===== src/sv/dtwsl_pkg.sv =====
// Shared types and constants for the DDS tuning-word serial loader.
package dtwsl_pkg;

  localparam int FREQ_W    = 17;
  localparam int TW_W      = 32;
  localparam int WORD_BITS = 40;
  localparam int DIGIT_W   = 16;
  localparam int DIGITS    = TW_W / DIGIT_W;
  localparam int CNT_W     = 6;

  localparam logic [1:0] KIND_RESET = 2'd0;
  localparam logic [1:0] KIND_WCLK  = 2'd1;
  localparam logic [1:0] KIND_FQUD  = 2'd2;

  localparam logic OP_RESET = 1'b0;
  localparam logic OP_LOAD  = 1'b1;

  typedef struct packed {
    logic              operation;
    logic [FREQ_W-1:0] frequency_khz;
  } in_item_t;

  typedef struct packed {
    logic [1:0] pulse_kind;
    logic       data_bit;
    logic       last_pulse;
  } out_item_t;

  // Controller to datapath
  typedef struct packed {
    logic       load;      // capture clamped frequency, clear shift register
    logic       div_est;   // register reciprocal estimate of one quotient digit
    logic       div_rem;   // register partial remainder for that estimate
    logic       div_fix;   // correct digit by one if needed, shift it in
    logic       emit;      // write a pulse into the output register
    logic [1:0] kind;
    logic       use_data;  // data from shift register LSB, then shift right
    logic       last;
  } dp_cmd_t;

  // Datapath to controller
  typedef struct packed {
    logic out_free;
  } dp_sts_t;

endpackage


===== src/sv/dds_tuning_word_serial_loader_top.sv =====
// Top level of the DDS tuning-word serial loader.
// Set-frequency: after accept, the divider forms two 16-bit digits in three steps each
//   (estimate, remainder, fix), then 41 pulses, one per cycle unless the output stalls.
// Reset command: 3 pulses.
// Next command taken the cycle after the last pulse enters the output register.
// Synchronous active-low reset returns the sequencer to idle and empties the output.
module dds_tuning_word_serial_loader_top #(
  parameter int REF_CLOCK_KHZ = 125000
) (
  input  logic                 clk,
  input  logic                 rst_n,
  input  logic                 in_valid,
  output logic                 in_stall,
  input  dtwsl_pkg::in_item_t  in_data,
  output logic                 out_valid,
  input  logic                 out_stall,
  output dtwsl_pkg::out_item_t out_data
);

  dtwsl_pkg::dp_cmd_t cmd;
  dtwsl_pkg::dp_sts_t sts;

  dtwsl_ctrl u_ctrl (
    .clk          (clk),
    .rst_n        (rst_n),
    .in_valid     (in_valid),
    .in_operation (in_data.operation),
    .in_stall     (in_stall),
    .cmd          (cmd),
    .sts          (sts)
  );

  dtwsl_datapath #(
    .REF_CLOCK_KHZ (REF_CLOCK_KHZ)
  ) u_datapath (
    .clk           (clk),
    .rst_n         (rst_n),
    .frequency_khz (in_data.frequency_khz),
    .cmd           (cmd),
    .sts           (sts),
    .out_valid     (out_valid),
    .out_stall     (out_stall),
    .out_data      (out_data)
  );

endmodule


===== src/sv/dtwsl_ctrl.sv =====
// Sequencing state machine for the tuning-word loader.
module dtwsl_ctrl (
  input  logic                clk,
  input  logic                rst_n,
  input  logic                in_valid,
  input  logic                in_operation,
  output logic                in_stall,
  output dtwsl_pkg::dp_cmd_t  cmd,
  input  dtwsl_pkg::dp_sts_t  sts
);

  typedef enum logic [2:0] {
    ST_IDLE,
    ST_DIV_EST,
    ST_DIV_REM,
    ST_DIV_FIX,
    ST_SHIFT,
    ST_RST_PULSE,
    ST_RST_WCLK,
    ST_UPDATE
  } state_t;

  state_t                      state_r, state_nxt;
  logic [dtwsl_pkg::CNT_W-1:0] cnt_r, cnt_nxt;

  assign in_stall = (state_r != ST_IDLE);

  always_comb begin
    state_nxt    = state_r;
    cnt_nxt      = cnt_r;
    cmd          = '0;
    cmd.kind     = dtwsl_pkg::KIND_WCLK;
    case (state_r)
      ST_IDLE: begin
        if (in_valid) begin
          cmd.load = 1'b1;
          cnt_nxt  = '0;
          if (in_operation == dtwsl_pkg::OP_LOAD) begin
            state_nxt = ST_DIV_EST;
          end else begin
            state_nxt = ST_RST_PULSE;
          end
        end
      end
      ST_DIV_EST: begin
        cmd.div_est = 1'b1;
        state_nxt   = ST_DIV_REM;
      end
      ST_DIV_REM: begin
        cmd.div_rem = 1'b1;
        state_nxt   = ST_DIV_FIX;
      end
      ST_DIV_FIX: begin
        cmd.div_fix = 1'b1;
        if (cnt_r == dtwsl_pkg::CNT_W'(dtwsl_pkg::DIGITS - 1)) begin
          cnt_nxt   = '0;
          state_nxt = ST_SHIFT;
        end else begin
          cnt_nxt   = cnt_r + 1'b1;
          state_nxt = ST_DIV_EST;
        end
      end
      ST_SHIFT: begin
        if (sts.out_free) begin
          cmd.emit     = 1'b1;
          cmd.use_data = 1'b1;
          if (cnt_r == dtwsl_pkg::CNT_W'(dtwsl_pkg::WORD_BITS - 1)) begin
            cnt_nxt   = '0;
            state_nxt = ST_UPDATE;
          end else begin
            cnt_nxt = cnt_r + 1'b1;
          end
        end
      end
      ST_RST_PULSE: begin
        cmd.kind = dtwsl_pkg::KIND_RESET;
        if (sts.out_free) begin
          cmd.emit  = 1'b1;
          state_nxt = ST_RST_WCLK;
        end
      end
      ST_RST_WCLK: begin
        if (sts.out_free) begin
          cmd.emit  = 1'b1;
          state_nxt = ST_UPDATE;
        end
      end
      ST_UPDATE: begin
        cmd.kind = dtwsl_pkg::KIND_FQUD;
        cmd.last = 1'b1;
        if (sts.out_free) begin
          cmd.emit  = 1'b1;
          state_nxt = ST_IDLE;
        end
      end
      default: begin
        state_nxt = ST_IDLE;
      end
    endcase
  end

  always_ff @(posedge clk) begin
    if (!rst_n) begin
      state_r <= ST_IDLE;
      cnt_r   <= '0;
    end else begin
      state_r <= state_nxt;
      cnt_r   <= cnt_nxt;
    end
  end

  a_emit_room: assert property (@(posedge clk) disable iff (!rst_n)
    cmd.emit |-> sts.out_free)
    else $error("pulse emitted while output register occupied");

  a_last_is_update: assert property (@(posedge clk) disable iff (!rst_n)
    (cmd.emit && cmd.last) |-> (cmd.kind == dtwsl_pkg::KIND_FQUD))
    else $error("last pulse is not an update pulse");

  a_accept_busy: assert property (@(posedge clk) disable iff (!rst_n)
    cmd.load |=> (state_r != ST_IDLE))
    else $error("controller idle right after accepting a command");

  a_shift_after_divide: assert property (@(posedge clk) disable iff (!rst_n)
    (state_r == ST_DIV_FIX && state_nxt == ST_SHIFT)
      |-> (cnt_r == dtwsl_pkg::CNT_W'(dtwsl_pkg::DIGITS - 1)))
    else $error("division left before all quotient digits were formed");

endmodule


===== src/sv/dtwsl_datapath.sv =====
// Clamp, reciprocal-multiply tuning-word divider, serial shift register and output register.
module dtwsl_datapath #(
  parameter int REF_CLOCK_KHZ = 125000
) (
  input  logic                                clk,
  input  logic                                rst_n,
  input  logic [dtwsl_pkg::FREQ_W-1:0]        frequency_khz,
  input  dtwsl_pkg::dp_cmd_t                  cmd,
  output dtwsl_pkg::dp_sts_t                  sts,
  output logic                                out_valid,
  input  logic                                out_stall,
  output dtwsl_pkg::out_item_t                out_data
);

  // Remainder always stays below the reference
  localparam int RW = $clog2(REF_CLOCK_KHZ);
  localparam int DG = dtwsl_pkg::DIGIT_W;
  localparam int PW = RW + DG + 1;
  localparam int CW = (dtwsl_pkg::FREQ_W > RW + 1) ? dtwsl_pkg::FREQ_W : RW + 1;
  localparam logic [CW-1:0] F_TOP    = CW'(REF_CLOCK_KHZ - 1);
  localparam logic [RW:0]   REF_VAL  = (RW + 1)'(REF_CLOCK_KHZ);
  localparam logic [PW-1:0] REF_WIDE = PW'(REF_CLOCK_KHZ);
  // floor(2^(DG+RW) / ref) fits DG+1 bits; the digit estimate is at most one short
  localparam logic [DG:0]   RECIP    =
    (DG + 1)'((64'd1 << (DG + RW)) / 64'(REF_CLOCK_KHZ));
  localparam int PAD = dtwsl_pkg::WORD_BITS - dtwsl_pkg::TW_W;

  logic [RW-1:0]                   rem_r;
  logic [DG-1:0]                   qest_r;
  logic [RW:0]                     rraw_r;
  logic [dtwsl_pkg::WORD_BITS-1:0] shift_r;
  logic                            out_valid_r;
  dtwsl_pkg::out_item_t            out_data_r;

  logic [CW-1:0] f_ext;
  logic [CW-1:0] f_clamp;
  logic [PW-1:0] prod_est;
  logic [PW-1:0] prod_back;
  logic [PW-1:0] rem_diff;
  logic [RW:0]   rem_sub;
  logic          q_fix;
  logic [DG-1:0] digit;

  assign f_ext     = CW'(frequency_khz);
  assign f_clamp   = (f_ext > F_TOP) ? F_TOP : f_ext;
  assign prod_est  = PW'(rem_r) * PW'(RECIP);
  assign prod_back = PW'(qest_r) * REF_WIDE;
  // true difference lies in [0, 2*ref)
  assign rem_diff  = {1'b0, rem_r, {DG{1'b0}}} - prod_back;
  assign q_fix     = (rraw_r >= REF_VAL);
  assign rem_sub   = rraw_r - REF_VAL;
  assign digit     = qest_r + {{(DG-1){1'b0}}, q_fix};

  assign sts.out_free = !out_valid_r || !out_stall;
  assign out_valid    = out_valid_r;
  assign out_data     = out_data_r;

  always_ff @(posedge clk) begin
    if (cmd.load) begin
      rem_r   <= f_clamp[RW-1:0];
      shift_r <= '0;
    end else if (cmd.div_fix) begin
      rem_r   <= q_fix ? rem_sub[RW-1:0] : rraw_r[RW-1:0];
      // digits arrive high first into the low 32 bits; control byte stays zero
      shift_r <= {{PAD{1'b0}}, shift_r[dtwsl_pkg::TW_W-DG-1:0], digit};
    end else if (cmd.emit && cmd.use_data) begin
      shift_r <= {1'b0, shift_r[dtwsl_pkg::WORD_BITS-1:1]};
    end
  end

  always_ff @(posedge clk) begin
    if (cmd.div_est) begin
      qest_r <= prod_est[RW+DG-1:RW];
    end
    if (cmd.div_rem) begin
      rraw_r <= rem_diff[RW:0];
    end
  end

  always_ff @(posedge clk) begin
    if (cmd.emit) begin
      out_data_r.pulse_kind <= cmd.kind;
      out_data_r.data_bit   <= cmd.use_data & shift_r[0];
      out_data_r.last_pulse <= cmd.last;
    end
  end

  always_ff @(posedge clk) begin
    if (!rst_n) begin
      out_valid_r <= 1'b0;
    end else if (cmd.emit) begin
      out_valid_r <= 1'b1;
    end else if (!out_stall) begin
      out_valid_r <= 1'b0;
    end
  end

endmodule

===== config.mk =====
export PLATFORM = sky130hd
export DESIGN_NAME = dds_tuning_word_serial_loader_top
export DESIGN_NICKNAME = d
export VERILOG_FILES = /design/src/sv/dtwsl_pkg.sv /design/src/sv/dds_tuning_word_serial_loader_top.sv /design/src/sv/dtwsl_ctrl.sv /design/src/sv/dtwsl_datapath.sv
export SDC_FILE = /design/constraint.sdc
export NUM_CORES = 1
export LEC_CHECK = 0
export BUFFER_PORTS_ARGS = -buffer_cell sky130_fd_sc_hd__buf_2
export CORE_ASPECT_RATIO = 1.2
export CORE_MARGIN = 8
export CORE_UTILIZATION = 45
export DETAILED_ROUTE_END_ITERATION = 10
export MAX_ROUTING_LAYER = met4
export PLACE_DENSITY = 0.59
export SLEW_MARGIN = 20
export SYNTH_ARGS = -nofsm -noshare
export SYNTH_HDL_FRONTEND = slang
export SYNTH_SLANG_ARGS = --single-unit

===== constraint.sdc =====
create_clock -name clk -period 6.55 [get_ports clk]
set_clock_uncertainty 0.05 [all_clocks]
set_input_delay 0 -clock clk [delete_from_list [all_inputs] [get_ports clk]]
set_output_delay 0 -clock clk [all_outputs]
set_load 0.1 [all_outputs]

# Word level (Yosys, flattened, before mapping)
# Index checks and enable logic that the tools add are counted.
# totals
latchBits,0
register_bits,97
inputBits,22
wordCells,79
ram_bits,0
mem_count,0
output_inout_bits,6
mem_bits_ro,0
# classes
eq_ne,16
n_mux,32
magnitude_cmp,2
bitwise_logic,1
n_reduce_logical,12
addsub,4
shift,0
div,0
mul,2
# ops
cell,count
$mux W17,4
$mux W32,2
$mul A17 B17 Y33 const B,1
$mux W3,8
$mux W6,4
$pmux W3 S8,1
$ge A18 B17 Y1 const B,1
$pmux W6 S3,1
$sub A18 B18 Y18,1
$gt A17 B17 Y1 const B,1
$sub A17 B17 Y17 const B,1
$add A16 B1 Y16,1
$mul A16 B14 Y15 const B,1
$eq A3 B3 Y1 const B,4
$mux W1,11
$ne A2 B2 Y1 const B,5
$add A6 B1 Y6 const B,1
$eq A3 B2 Y1 const B,2
$eq A6 B1 Y1 const B,1
$eq A6 B6 Y1 const B,1
$reduce_and A6 Y1,1
$reduce_bool A3 Y1,2
$ne A2 B1 Y1 const B,2
$pmux W2 S2,1
9 further kinds,11

# Depth between registers and ports, before layout
# Gate-level depths: netlist of run 1.
# logic_depth
word_depth,7
mapped_depth,20
mapped_depth_nobuf,20

# Modules after synthesis
# Synthesis of run 1 repeated with hierarchy kept, for this count alone.
# hier_totals
hier_cells,1113
hier_area_um2,10603.9
# by_module_without_submodules
mod,cells_per_inst,area_each_um2,instances,seq_area_each_um2
dtwsl_datapath,1030,9938.3,1,2222.1
dtwsl_ctrl,83,665.6,1,180.2

# Worst setup path after synthesis of run 1
# Ideal clock, no wire load.
# synth_path
path_kind,register -> register
start,register u_datapath.rem_r[12]
end,register u_datapath.qest_r[14] (data pin)
n_path_buf,0
period_less_slack_ns,5.347
arrival_ns,5.038
path_stages_with_launch,18
path_slack_ns,1.203
path_cell_list,edfxtp_1 > ha_1 > inv_1 > fa_1 > inv_1 > ha_1 > fa_1 > fa_1 > inv_1 > fa_1 > inv_1 > ha_1 > a2111o_1 > a31o_1 > a211o_1 > o21ai_1 > o21ai_0 > xnor2_1
# synth_between
elab_chain_len,1
# synth_lines
item,line_no,text
"start, declared",dtwsl_datapath.sv:28,logic [RW-1:0] rem_r;
"start signal, assigned",dtwsl_datapath.sv:60,rem_r <= f_clamp[RW-1:0];
"start signal, assigned",dtwsl_datapath.sv:63,rem_r <= q_fix ? rem_sub[RW-1:0] : rraw_r[RW-1:0];
$mul A17 B17 Y33,dtwsl_datapath.sv:46,assign prod_est = PW'(rem_r) * PW'(RECIP);
named net u_datapath.prod_est[31],dtwsl_datapath.sv:37,logic [PW-1:0] prod_est;
"end signal, assigned",dtwsl_datapath.sv:73,qest_r <= prod_est[RW+DG-1:RW];
"end, declared",dtwsl_datapath.sv:29,logic [DG-1:0] qest_r;
# The timed path passes the listed nets, and every way through them passes these cells.
# A chain may end at the register's enable or synchronous reset.

# Worst setup path in the final report of run 1
# layout_path
start,register u_datapath.rem_r[9]
end,register u_datapath.qest_r[15] (data pin)
# The elaborated chain is that of the path after synthesis.

==> results.cfg, run 1 <==
[timing]
rsz0062_at_grt = no
drv_slew = 0
min_period_over_period = 0.8964
timing.slew.headroom = 0.2711
setup_viol = 0
fmax_ghz = 0.1703
hold_viol_final = 0
fin_ws_ns = 0.6789
tns_ns = 0
worst_pin_slew_ns = 1.066
min_period_ns = 5.871

[yosys]
synth_most_common_cell = inv_1
synth_async_sr_flop_share = 0
ys.flop_type = edfxtp_1
synth_cells = 1072
synth_common_cells = inv_1 (195), ha_1 (176), fa_1 (93)
yosysSeqAreaShare = 0.2309
synth_top_area_frac = 0.2144
ys_warn_count = 0
yosysUniqueCellTypes = 66
synth_top_area_cell = ha_1
ys_seq_elements = 93
synth_edf_count = 51
synthTopCellsByArea = ha_1 (21%), fa_1 (18%), edfxtp_1 (15%)
syn_nets = 1363
syn_area_um2 = 10270
post_synth.cell_area_avg_um2 = 9.582

[detailed_routing]
wl_um = 23980
first_pass_iters = 4
via_per_inst = 5.270
drt-initial-drc-count = 321
via_count = 7336
drc = 0
postRouteAntennaNets = 0
wl_per_cell_um = 17.22

[cts]
clockBufferDepth = 2
h-tree-depth = 3
cts.repair.resized = 0
cts.sinks = 93
numCtsBuffers = 9
clkTransAtPathRegs_ns = 0.07
insertion_delay_ns = 0.36
clock-root-buffer = clkbuf_16
cts_tree = done

[setup_path]
crit_fanout = 8
worstPathRequired_ns = 6.67
slowest_stage = edfxtp_1
startpoint_type = flip-flop
end_kind = flip-flop
crit_type = flip-flop to flip-flop
slowest_delay_ns = 0.63
crit_chain = ha_1, fa_1, ha_1, inv_1, fa_1, inv_1, fa_1, inv_1, fa_1, inv_1, ha_1, nand2_1, o21ai_1, a2111oi_0, o21a_1, o31ai_2, a21boi_0, o311ai_1
crit_family = adder cells
worstPathArrival_ns = 5.99
cp.buffers_inverters = 4

[grt]
grt_usage = 0.1856
grt_pass1_wl_um = 40020
grt.overflow.total = 0
antenna_found_initial = 0
grt_max_degree = 37
grt_pass1_vias = 7699

[final_layout]
post-route-cell-area_um2 = 11170
fillCellCount = 2102
final_cells = 1392
multi_input_area_um2 = 7084
layout-drive-gt1-share = 0.06020
antenna_cells = 0
final_nets = 1399
regArea_um2 = 2372
areaGrowthSynthToFinish_pct = 8.758

[min_path]
hp-class = primary input to flip-flop

[placed_design]
dpl-instance-area_um2 = 10720
place_congestion = 0.9222
dp.cells = 1361
post-place-ws_ns = 0.7193
io_buffer_count = 27
hpwl_um = 20030

[floorplan]
dieArea_um2 = 27940
core_um2 = 22450
io_pins = 28
fp.dieW_um = 153.9
start_util = 0.4576
die_h_um = 181.5
rows = 60

[run_status]
status = completed

[run]
max_cap_viol_count = 0
==> flip-flops by register name (all words and copies together) (netlist names) <==
| name | flops |
|---|---|
| u_datapath.shift_r | 32 |
| u_datapath.rem_r | 17 |
| u_datapath.qest_r | 16 |
| u_datapath.rraw_r | 15 |
| u_ctrl.cnt_r | 6 |
| u_ctrl.state_r | 3 |
| u_datapath.out_data | 3 |
| u_datapath.out_valid | 1 |
==> stage by stage <==
step,hold WS [ns],util
finish,0.01849,0.4977
global placement,0.2043,0.4778
global route,0.02709,0.4977
floorplan,0.09469,-
detailed placement,0.2082,0.4778
CTS,0.01139,0.4977
==> final cells by class <==
| class | instances | share of cell area |
|---|---|---|
| Multi-Input combinational cell | 760 | 0.6341 |
| Clock buffer | 10 | 0.02049 |
| Sequential cell | 93 | 0.2123 |
| Inverter | 196 | 0.06608 |
| Tap cell | 279 | 0.03125 |
| Clock inverter | 6 | 0.006160 |
| Timing Repair Buffer | 48 | 0.02957 |
==> routing by layer <==
metal | GRT usage | share of wire | up-vias
met2 | 0.3271 | 0.52 | 111
met4 | 0.1009 | 0.047 | 0
li1 | - | - | 3664
met5 | - | 0 | -
met3 | 0.01568 | 0.018 | 46
met1 | 0.2056 | 0.42 | 3515
==> cells by family after synthesis <==
logic type / after synthesis / synth area share
fa+ha+maj: 269 / 0.3956
mux: 1 / 0.0009745
compound gates: 172 / 0.1143
simple gates: 231 / 0.1034
flops: 93 / 0.2309
buf+inv: 219 / 0.08063
xor+xnor: 87 / 0.07418
==> path summary, 6_finish.rpt <==
| kind | startpoint | end | slack [ns] | cells after the start |
|---|---|---|---|---|
| worst max-delay path | u_datapath.rem_r[9] | u_datapath.qest_r[15] | 0.68 | 18 |
| worst min-delay path | in_data[11] | u_datapath.rem_r[11] | 0.02 | 3 |
| worst max register to register | u_datapath.rem_r[9] | u_datapath.qest_r[15] | 0.68 | 18 |
| worst min register to register | u_datapath.shift_r[31] | u_datapath.shift_r[31] | 0.42 | 2 |
==> worst reg2reg max path, delay by kind of cell (launching register included) <==
family                   cells  cell delay, ns
adder cells (fa/ha/maj)      7            3.10
AO/OA/AOI/OAI                6            1.67
flip-flops                   1            0.63
buffers and inverters        4            0.21
AND/OR/NAND/NOR              1            0.05
==> timing repair <==
action	CTS	global route
hold endpoints to repair	17	0
endpoints found under the setup margin	0	0
setup buffers	0	0
hold buffers	15	0
==> placed cells by master, fill, tap and decap left out, drive strengths merged, types with 34 or more instances in the layout <==
master	instances
a21oi	46
dfxtp	42
edfxtp	51
fa	93
ha	176
inv	200
nand2	68
nor2	90
xnor2	53
xor2	34
Power of run 1 is left out: the tool's default activity adds up to more than one toggle a clock period on the data nets, which glitch-free logic cannot reach.
==> run 2, diff against run 1 <==
--- a/config.mk
+++ b/config.mk
@@ -6,12 +6,15 @@
 export NUM_CORES = 1
 export LEC_CHECK = 0
 export BUFFER_PORTS_ARGS = -buffer_cell sky130_fd_sc_hd__buf_2
+export CELL_PAD_IN_SITES_DETAIL_PLACEMENT = 2
+export CELL_PAD_IN_SITES_GLOBAL_PLACEMENT = 2
 export CORE_ASPECT_RATIO = 1.2
 export CORE_MARGIN = 8
-export CORE_UTILIZATION = 45
+export CORE_UTILIZATION = 25
+export CTS_CLUSTER_SIZE = 10
 export DETAILED_ROUTE_END_ITERATION = 10
 export MAX_ROUTING_LAYER = met4
-export PLACE_DENSITY = 0.59
+export PLACE_DENSITY = 0.51
 export SLEW_MARGIN = 20
 export SYNTH_ARGS = -nofsm -noshare
 export SYNTH_HDL_FRONTEND = slang
==> run 2 against run 1 <==
Effect of this change:
- utilization is 21 points lower
- sequential cell count stayed put
- via count is 1.6% higher
- first-iteration DRC count is 48% lower
- routed wire length is 26% higher
- critical path type unchanged
- critical endpoint is now u_datapath.qest_r[12]
==> results.cfg, run 2 (same netlist as run 1, synthesis figures left out) <==
[cts]
clockBufferDepth = 2
h-tree-depth = 3
insertion_delay_ns = 0.36
cts_tree = done
cts_setup_buffers = 0
clkTransAtPathRegs_ns = 0.07
numCtsBuffers = 9
clock-root-buffer = clkbuf_16
cts.sinks = 93

[final_layout]
antenna_cells = 0
final_common_cell = inv_1
regMostFlops = u_datapath.shift_r
areaGrowthSynthToFinish_pct = 12.36
reg_top3 = u_datapath.shift_r x32, u_datapath.rem_r x17, u_datapath.qest_r x16
layout-drive-gt1-share = 0.05993
post-route-cell-area_um2 = 11540
largest_reg_flops = 32
final_cell_mix = inv_1 (195), ha_1 (176), fa_1 (93), nor2_1 (89), nand2_1 (68)
final_cells = 1657
final_nets = 1404

[floorplan]
start_util = 0.2528
dieArea_um2 = 47860
io_pins = 28
die_h_um = 238.1
fp.dieW_um = 201.0
rows = 81
core_um2 = 40640

[setup_path]
slowest_stage = edfxtp_1
cp.buffers_inverters = 4
crit_type = flip-flop to flip-flop
crit_chain = inv_1, ha_1, fa_1, inv_1, ha_1, fa_1, fa_1, inv_1, fa_1, inv_1, ha_1, a2111o_1, a31o_1, a211o_1, o21a_1, o21ai_0, a31oi_1
worstPathRequired_ns = 6.59
endpoint = u_datapath.qest_r[12]
path_depth = 17
worstSetupStartpoint = u_datapath.rem_r[15]
startpoint_type = flip-flop
crit_family = adder cells
end_kind = flip-flop
slowest_delay_ns = 0.67
worstReg2RegEnd = u_datapath.qest_r[12]
r2r_setup_slack_ns = 0.65
worstPathArrival_ns = 5.94
reg2reg_depth = 17
reg2reg_from = u_datapath.rem_r[15]
crit_fanout = 7

[detailed_routing]
drc = 0
first_pass_iters = 4
drt-initial-drc-count = 166
via_per_inst = 4.500
wl_per_cell_um = 18.19
via_count = 7457
wl_um = 30150
postRouteAntennaNets = 0

[timing]
timing.slew.headroom = 0.3893
worst_pin_slew_ns = 0.9151
drv_slew = 0
fmax_ghz = 0.1694
min_period_over_period = 0.9013
min_period_ns = 5.903
tns_ns = 0
rsz0062_at_grt = no
fin_ws_ns = 0.6465
setup_viol = 0
hold_viol_final = 0

[run]
max_cap_viol_count = 0

[grt]
grt.overflow.total = 0
grt_pass1_vias = 8821
antenna_found_initial = 0
grt_usage = 0.1340
grt_max_degree = 24
grt_pass1_wl_um = 49310

[placed_design]
io_buffer_count = 27
dp.cells = 1623
hpwl_um = 25500
place_congestion = 0.7863
dpl-instance-area_um2 = 11070
post-place-ws_ns = 0.6357

[run_status]
status = completed

[min_path]
hp-class = primary input to flip-flop
## run 2: changes by cell type in the layout (fill, tap and decap cells not counted), sizes merged
| cell | before | now |
|---|---|---|
| clkbuf | 10 | 14 |
| dlygate4sd3 | 15 | 18 |
| inv | 200 | 197 |
| buf | 33 | 35 |
| bufinv | 1 | 0 |
## run 2: through the flow
stage	hold slack (ns)	util
finish	0.006877	0.2840
floorplan	0.09469	-
global placement	0.2042	0.2723
detailed placement	0.2135	0.2723
global route	0.01608	0.2840
CTS	0.0003552	0.2839
## run 2: how the worst min path moves through the flow
stage / slack [ns] / startpoint / endpoint / cells past startpoint
floorplan: 0.09 / out_stall / u_datapath.out_valid / 2
global placement: 0.20 / out_stall / u_datapath.out_valid / 3
detailed placement: 0.21 / out_stall / u_datapath.out_valid / 3
CTS: 0.0004 / in_data[12] / u_datapath.rem_r[12] / 3
global route: 0.02 / in_data[14] / u_datapath.rem_r[14] / 3
finish: 0.007 / in_data[12] / u_datapath.rem_r[12] / 3
## run 2: tightest hold or removal path: cells and delay by family
kind / cells / cell delay, ns
simple gates: 1 / 0.07
buf+inv: 1 / 0.12
compound gates: 1 / 0.09
## run 2: what timing repair did
item / 4_1_cts / 5_1_grt
hold endpoints to repair: 19 / 0
hold buffers: 18 / 0
gates resized for setup: 0 / 0
## run 2: metal layers
layer  share of wire  vias to the layer above  routed length (um)  global-route usage
met5               0                        -                   0                   -
li1                -                     3660                   -                   -
met4           0.025                        0                 752             0.04152
met3          0.0088                       30                 266             0.01140
met1            0.42                     3729               12770              0.1468
met2            0.54                       38               16360              0.2538
## run 2: layout make-up
class	instances	area (um^2)
clock inverter	2	15.01
tap	539	674.4
clock buffer	14	275.3
multi-input combinational	760	7092
fill	4520	29100
sequential	93	2372
timing repair buffer	53	375.4
inverter	196	738.2
Power of run 2 is left out for the same reason.
==> run 3, diff against run 2 <==
--- a/config.mk
+++ b/config.mk
@@ -5,6 +5,7 @@
 export SDC_FILE = /design/constraint.sdc
 export NUM_CORES = 1
 export LEC_CHECK = 0
+export ABC_AREA = 1
 export BUFFER_PORTS_ARGS = -buffer_cell sky130_fd_sc_hd__buf_2
 export CELL_PAD_IN_SITES_DETAIL_PLACEMENT = 2
 export CELL_PAD_IN_SITES_GLOBAL_PLACEMENT = 2
@@ -14,7 +15,7 @@
 export CTS_CLUSTER_SIZE = 10
 export DETAILED_ROUTE_END_ITERATION = 10
 export MAX_ROUTING_LAYER = met4
-export PLACE_DENSITY = 0.51
+export PLACE_DENSITY = 0.54
 export SLEW_MARGIN = 20
 export SYNTH_ARGS = -nofsm -noshare
 export SYNTH_HDL_FRONTEND = slang
==> run 3 against run 2 <==
Effect of this change:
- via count is 30% higher
- critical endpoint is now u_datapath.qest_r[11]
- critical path depth is 1 higher
- non-clock buffer count is 5 lower
- sequential cell count stayed put
- final area is 11% higher
- synthesized cell count is 36% higher
- global-route usage is 2.4 points higher
- clock-buffer cell count is 5 lower
- register-to-register slack better by 0.12 ns
==> results.cfg, run 3 <==
[run_status]
status = completed

[grt]
grt.overflow.total = 0
grt_usage = 0.1578
grt_pass1_wl_um = 62600
grt_pass1_vias = 10810
grt_max_degree = 35
antenna_found_initial = 1

[setup_path]
reg2reg_from = u_datapath.rem_r[13]
worstPathArrival_ns = 5.87
worstReg2RegEnd = u_datapath.qest_r[11]
startpoint_type = flip-flop
worstPathRequired_ns = 6.64
crit_fanout = 7
r2r_setup_slack_ns = 0.77
end_kind = flip-flop
crit_type = flip-flop to flip-flop
reg2reg_depth = 18

[placed_design]
dp.cells = 2088
place_congestion = 0.8176
post-place-ws_ns = 0.7865
dpl-instance-area_um2 = 12360
io_buffer_count = 27
hpwl_um = 34150

[cts]
clock-root-buffer = clkbuf_16
cts_setup_buffers = 0
cts_tree = done
h-tree-depth = 3
numCtsBuffers = 9
cts.sinks = 93
insertion_delay_ns = 0.38
clkTransAtPathRegs_ns = 0.08
clockBufferDepth = 2

[timing]
tns_ns = 0
timing.slew.headroom = 0.4131
fin_ws_ns = 0.7693
min_period_over_period = 0.8825
min_period_ns = 5.781
rsz0062_at_grt = no
fmax_ghz = 0.1730
hold_viol_final = 0
setup_viol = 0
drv_slew = 0
worst_pin_slew_ns = 0.8795

[yosys]
syn_area_um2 = 11510
synth_async_sr_flop_share = 0
ys_seq_elements = 93
post_synth.cell_area_avg_um2 = 7.887
ys.flop_type = edfxtp_1
synth_edf_count = 51
synth_most_common_cell = inv_1
synthTopCellsByArea = ha_1 (19%), fa_1 (16%), edfxtp_1 (13%)
muxShareOfSynthArea = 0
synth_fa_ha_area_frac = 0.3529
synth_top_area_cell = ha_1
synth_top_family_by_area = adder cells
yosysSeqAreaShare = 0.2060
synthSimpleGateAreaFrac = 0.1936
synth_top_area_frac = 0.1912
ys_warn_count = 0
yosysUniqueCellTypes = 44
synth_compound_area_frac = 0.09236
syn_nets = 1751
synth_xor_area_frac = 0.03803
synth_common_cells = inv_1 (324), nand2_1 (269), ha_1 (176)
synth_cells = 1460

[final_layout]
final_cells = 2121
layout-drive-gt1-share = 0.05183
largest_reg_flops = 32
final_nets = 1791
reg_top3 = u_datapath.shift_r x32, u_datapath.rem_r x17, u_datapath.qest_r x16
post-route-cell-area_um2 = 12840
areaGrowthSynthToFinish_pct = 11.54
final_common_cell = inv_1
antenna_cells = 0
final_cell_mix = inv_1 (324), nand2_1 (269), ha_1 (176), nor2_1 (113), fa_1 (93)
regMostFlops = u_datapath.shift_r
fillCellCount = 5320

[min_path]
min_delay_path_depth = 3
hp-class = primary input to flip-flop
hp-start = in_data[6]
min_to = u_datapath.rem_r[6]

[detailed_routing]
wl_per_cell_um = 18.76
postRouteAntennaNets = 0
first_pass_iters = 4
via_count = 9668
wl_um = 39790
drt-initial-drc-count = 260
drc = 0
via_per_inst = 4.558

[floorplan]
rows = 86
dieArea_um2 = 53210
io_pins = 28
fp.dieW_um = 211.9
core_um2 = 45730
die_h_um = 251.1
start_util = 0.2518

[run]
max_cap_viol_count = 0
## run 3: cell count changes after synthesis, moves of 12 or more
cell and change:
inv_1 +129, nand2_1 +201, buf_2 +12, nand3_1 +60
xnor2_1 -42, a21oi_1 +17, o21ai_0 +30, clkbuf_1 -18
nor2_1 +23
## run 3: logic make-up (layout without fill, tap and decap cells)
family,Yosys count,after routing
buffers and inverters,350,395
AOI/OAI and AO/OA,181,181
adders and majority gates,269,269
and+or+nand+nor,520,520
DFF,93,93
xor gates and xnor gates,47,47
## run 3: layout make-up
cell class                 count  area, um^2  share of cell area
clock buffer                   9       225.2             0.01754
clock inverter                 7       92.59            0.007209
inverter                     331        1242             0.09674
multi-input combinational   1017        7805              0.6077
sequential                    93        2372              0.1847
tap                          616       770.7             0.06001
timing repair buffer          48       335.3             0.02611
## run 3: layer usage
| layer | track usage | wire length [um] | up-vias |
|---|---|---|---|
| met2 | 0.2863 | 21100 | 66 |
| met5 | - | 0 | - |
| met3 | 0.01395 | 515 | 48 |
| met1 | 0.1812 | 17110 | 4817 |
| li1 | - | - | 4737 |
| met4 | 0.04910 | 1068 | 0 |
## run 3: timing repair
action / 4_1_cts / 5_1_grt
endpoints found under the hold margin: 19 / 0
hold buffers: 17 / 0
gates resized for setup: 0 / 0
## run 3: critical path: stages (launching register included)
cell and delay [ns]:
edfxtp_1 0.62, ha_1 0.44, inv_1 0.08, fa_1 0.51
inv_1 0.05, ha_1 0.31, fa_1 0.49, fa_1 0.56
inv_1 0.06, fa_1 0.53, inv_1 0.04, ha_1 0.39
a21oi_1 0.25, a21boi_0 0.50, o21ai_0 0.25, a21oi_1 0.23
nand2_1 0.08, nand2_1 0.06, nand2_1 0.05
## run 3: worst max-delay path by stage
stage,start,endpoint,slack (ns),cells past startpoint
detailed placement,u_datapath.rem_r[13],u_datapath.qest_r[11],0.79,18
global route,u_datapath.rem_r[13],u_datapath.qest_r[11],0.51,18
global placement,u_datapath.rem_r[13],u_datapath.qest_r[11],0.75,18
floorplan,u_datapath.rem_r[11],u_datapath.qest_r[7],1.62,17
CTS,u_datapath.rem_r[13],u_datapath.qest_r[11],0.76,18
finish,u_datapath.rem_r[13],u_datapath.qest_r[11],0.77,18
## run 3: stage by stage
stage            util  hold WS (ns)
2_1_floorplan       -       0.08837
3_3_place_gp   0.2702        0.2523
3_5_place_dp   0.2702        0.2535
4_1_cts        0.2808       0.02257
5_1_grt        0.2808       0.04911
6_report       0.2808       0.02945
Power of run 3 is left out for the same reason.
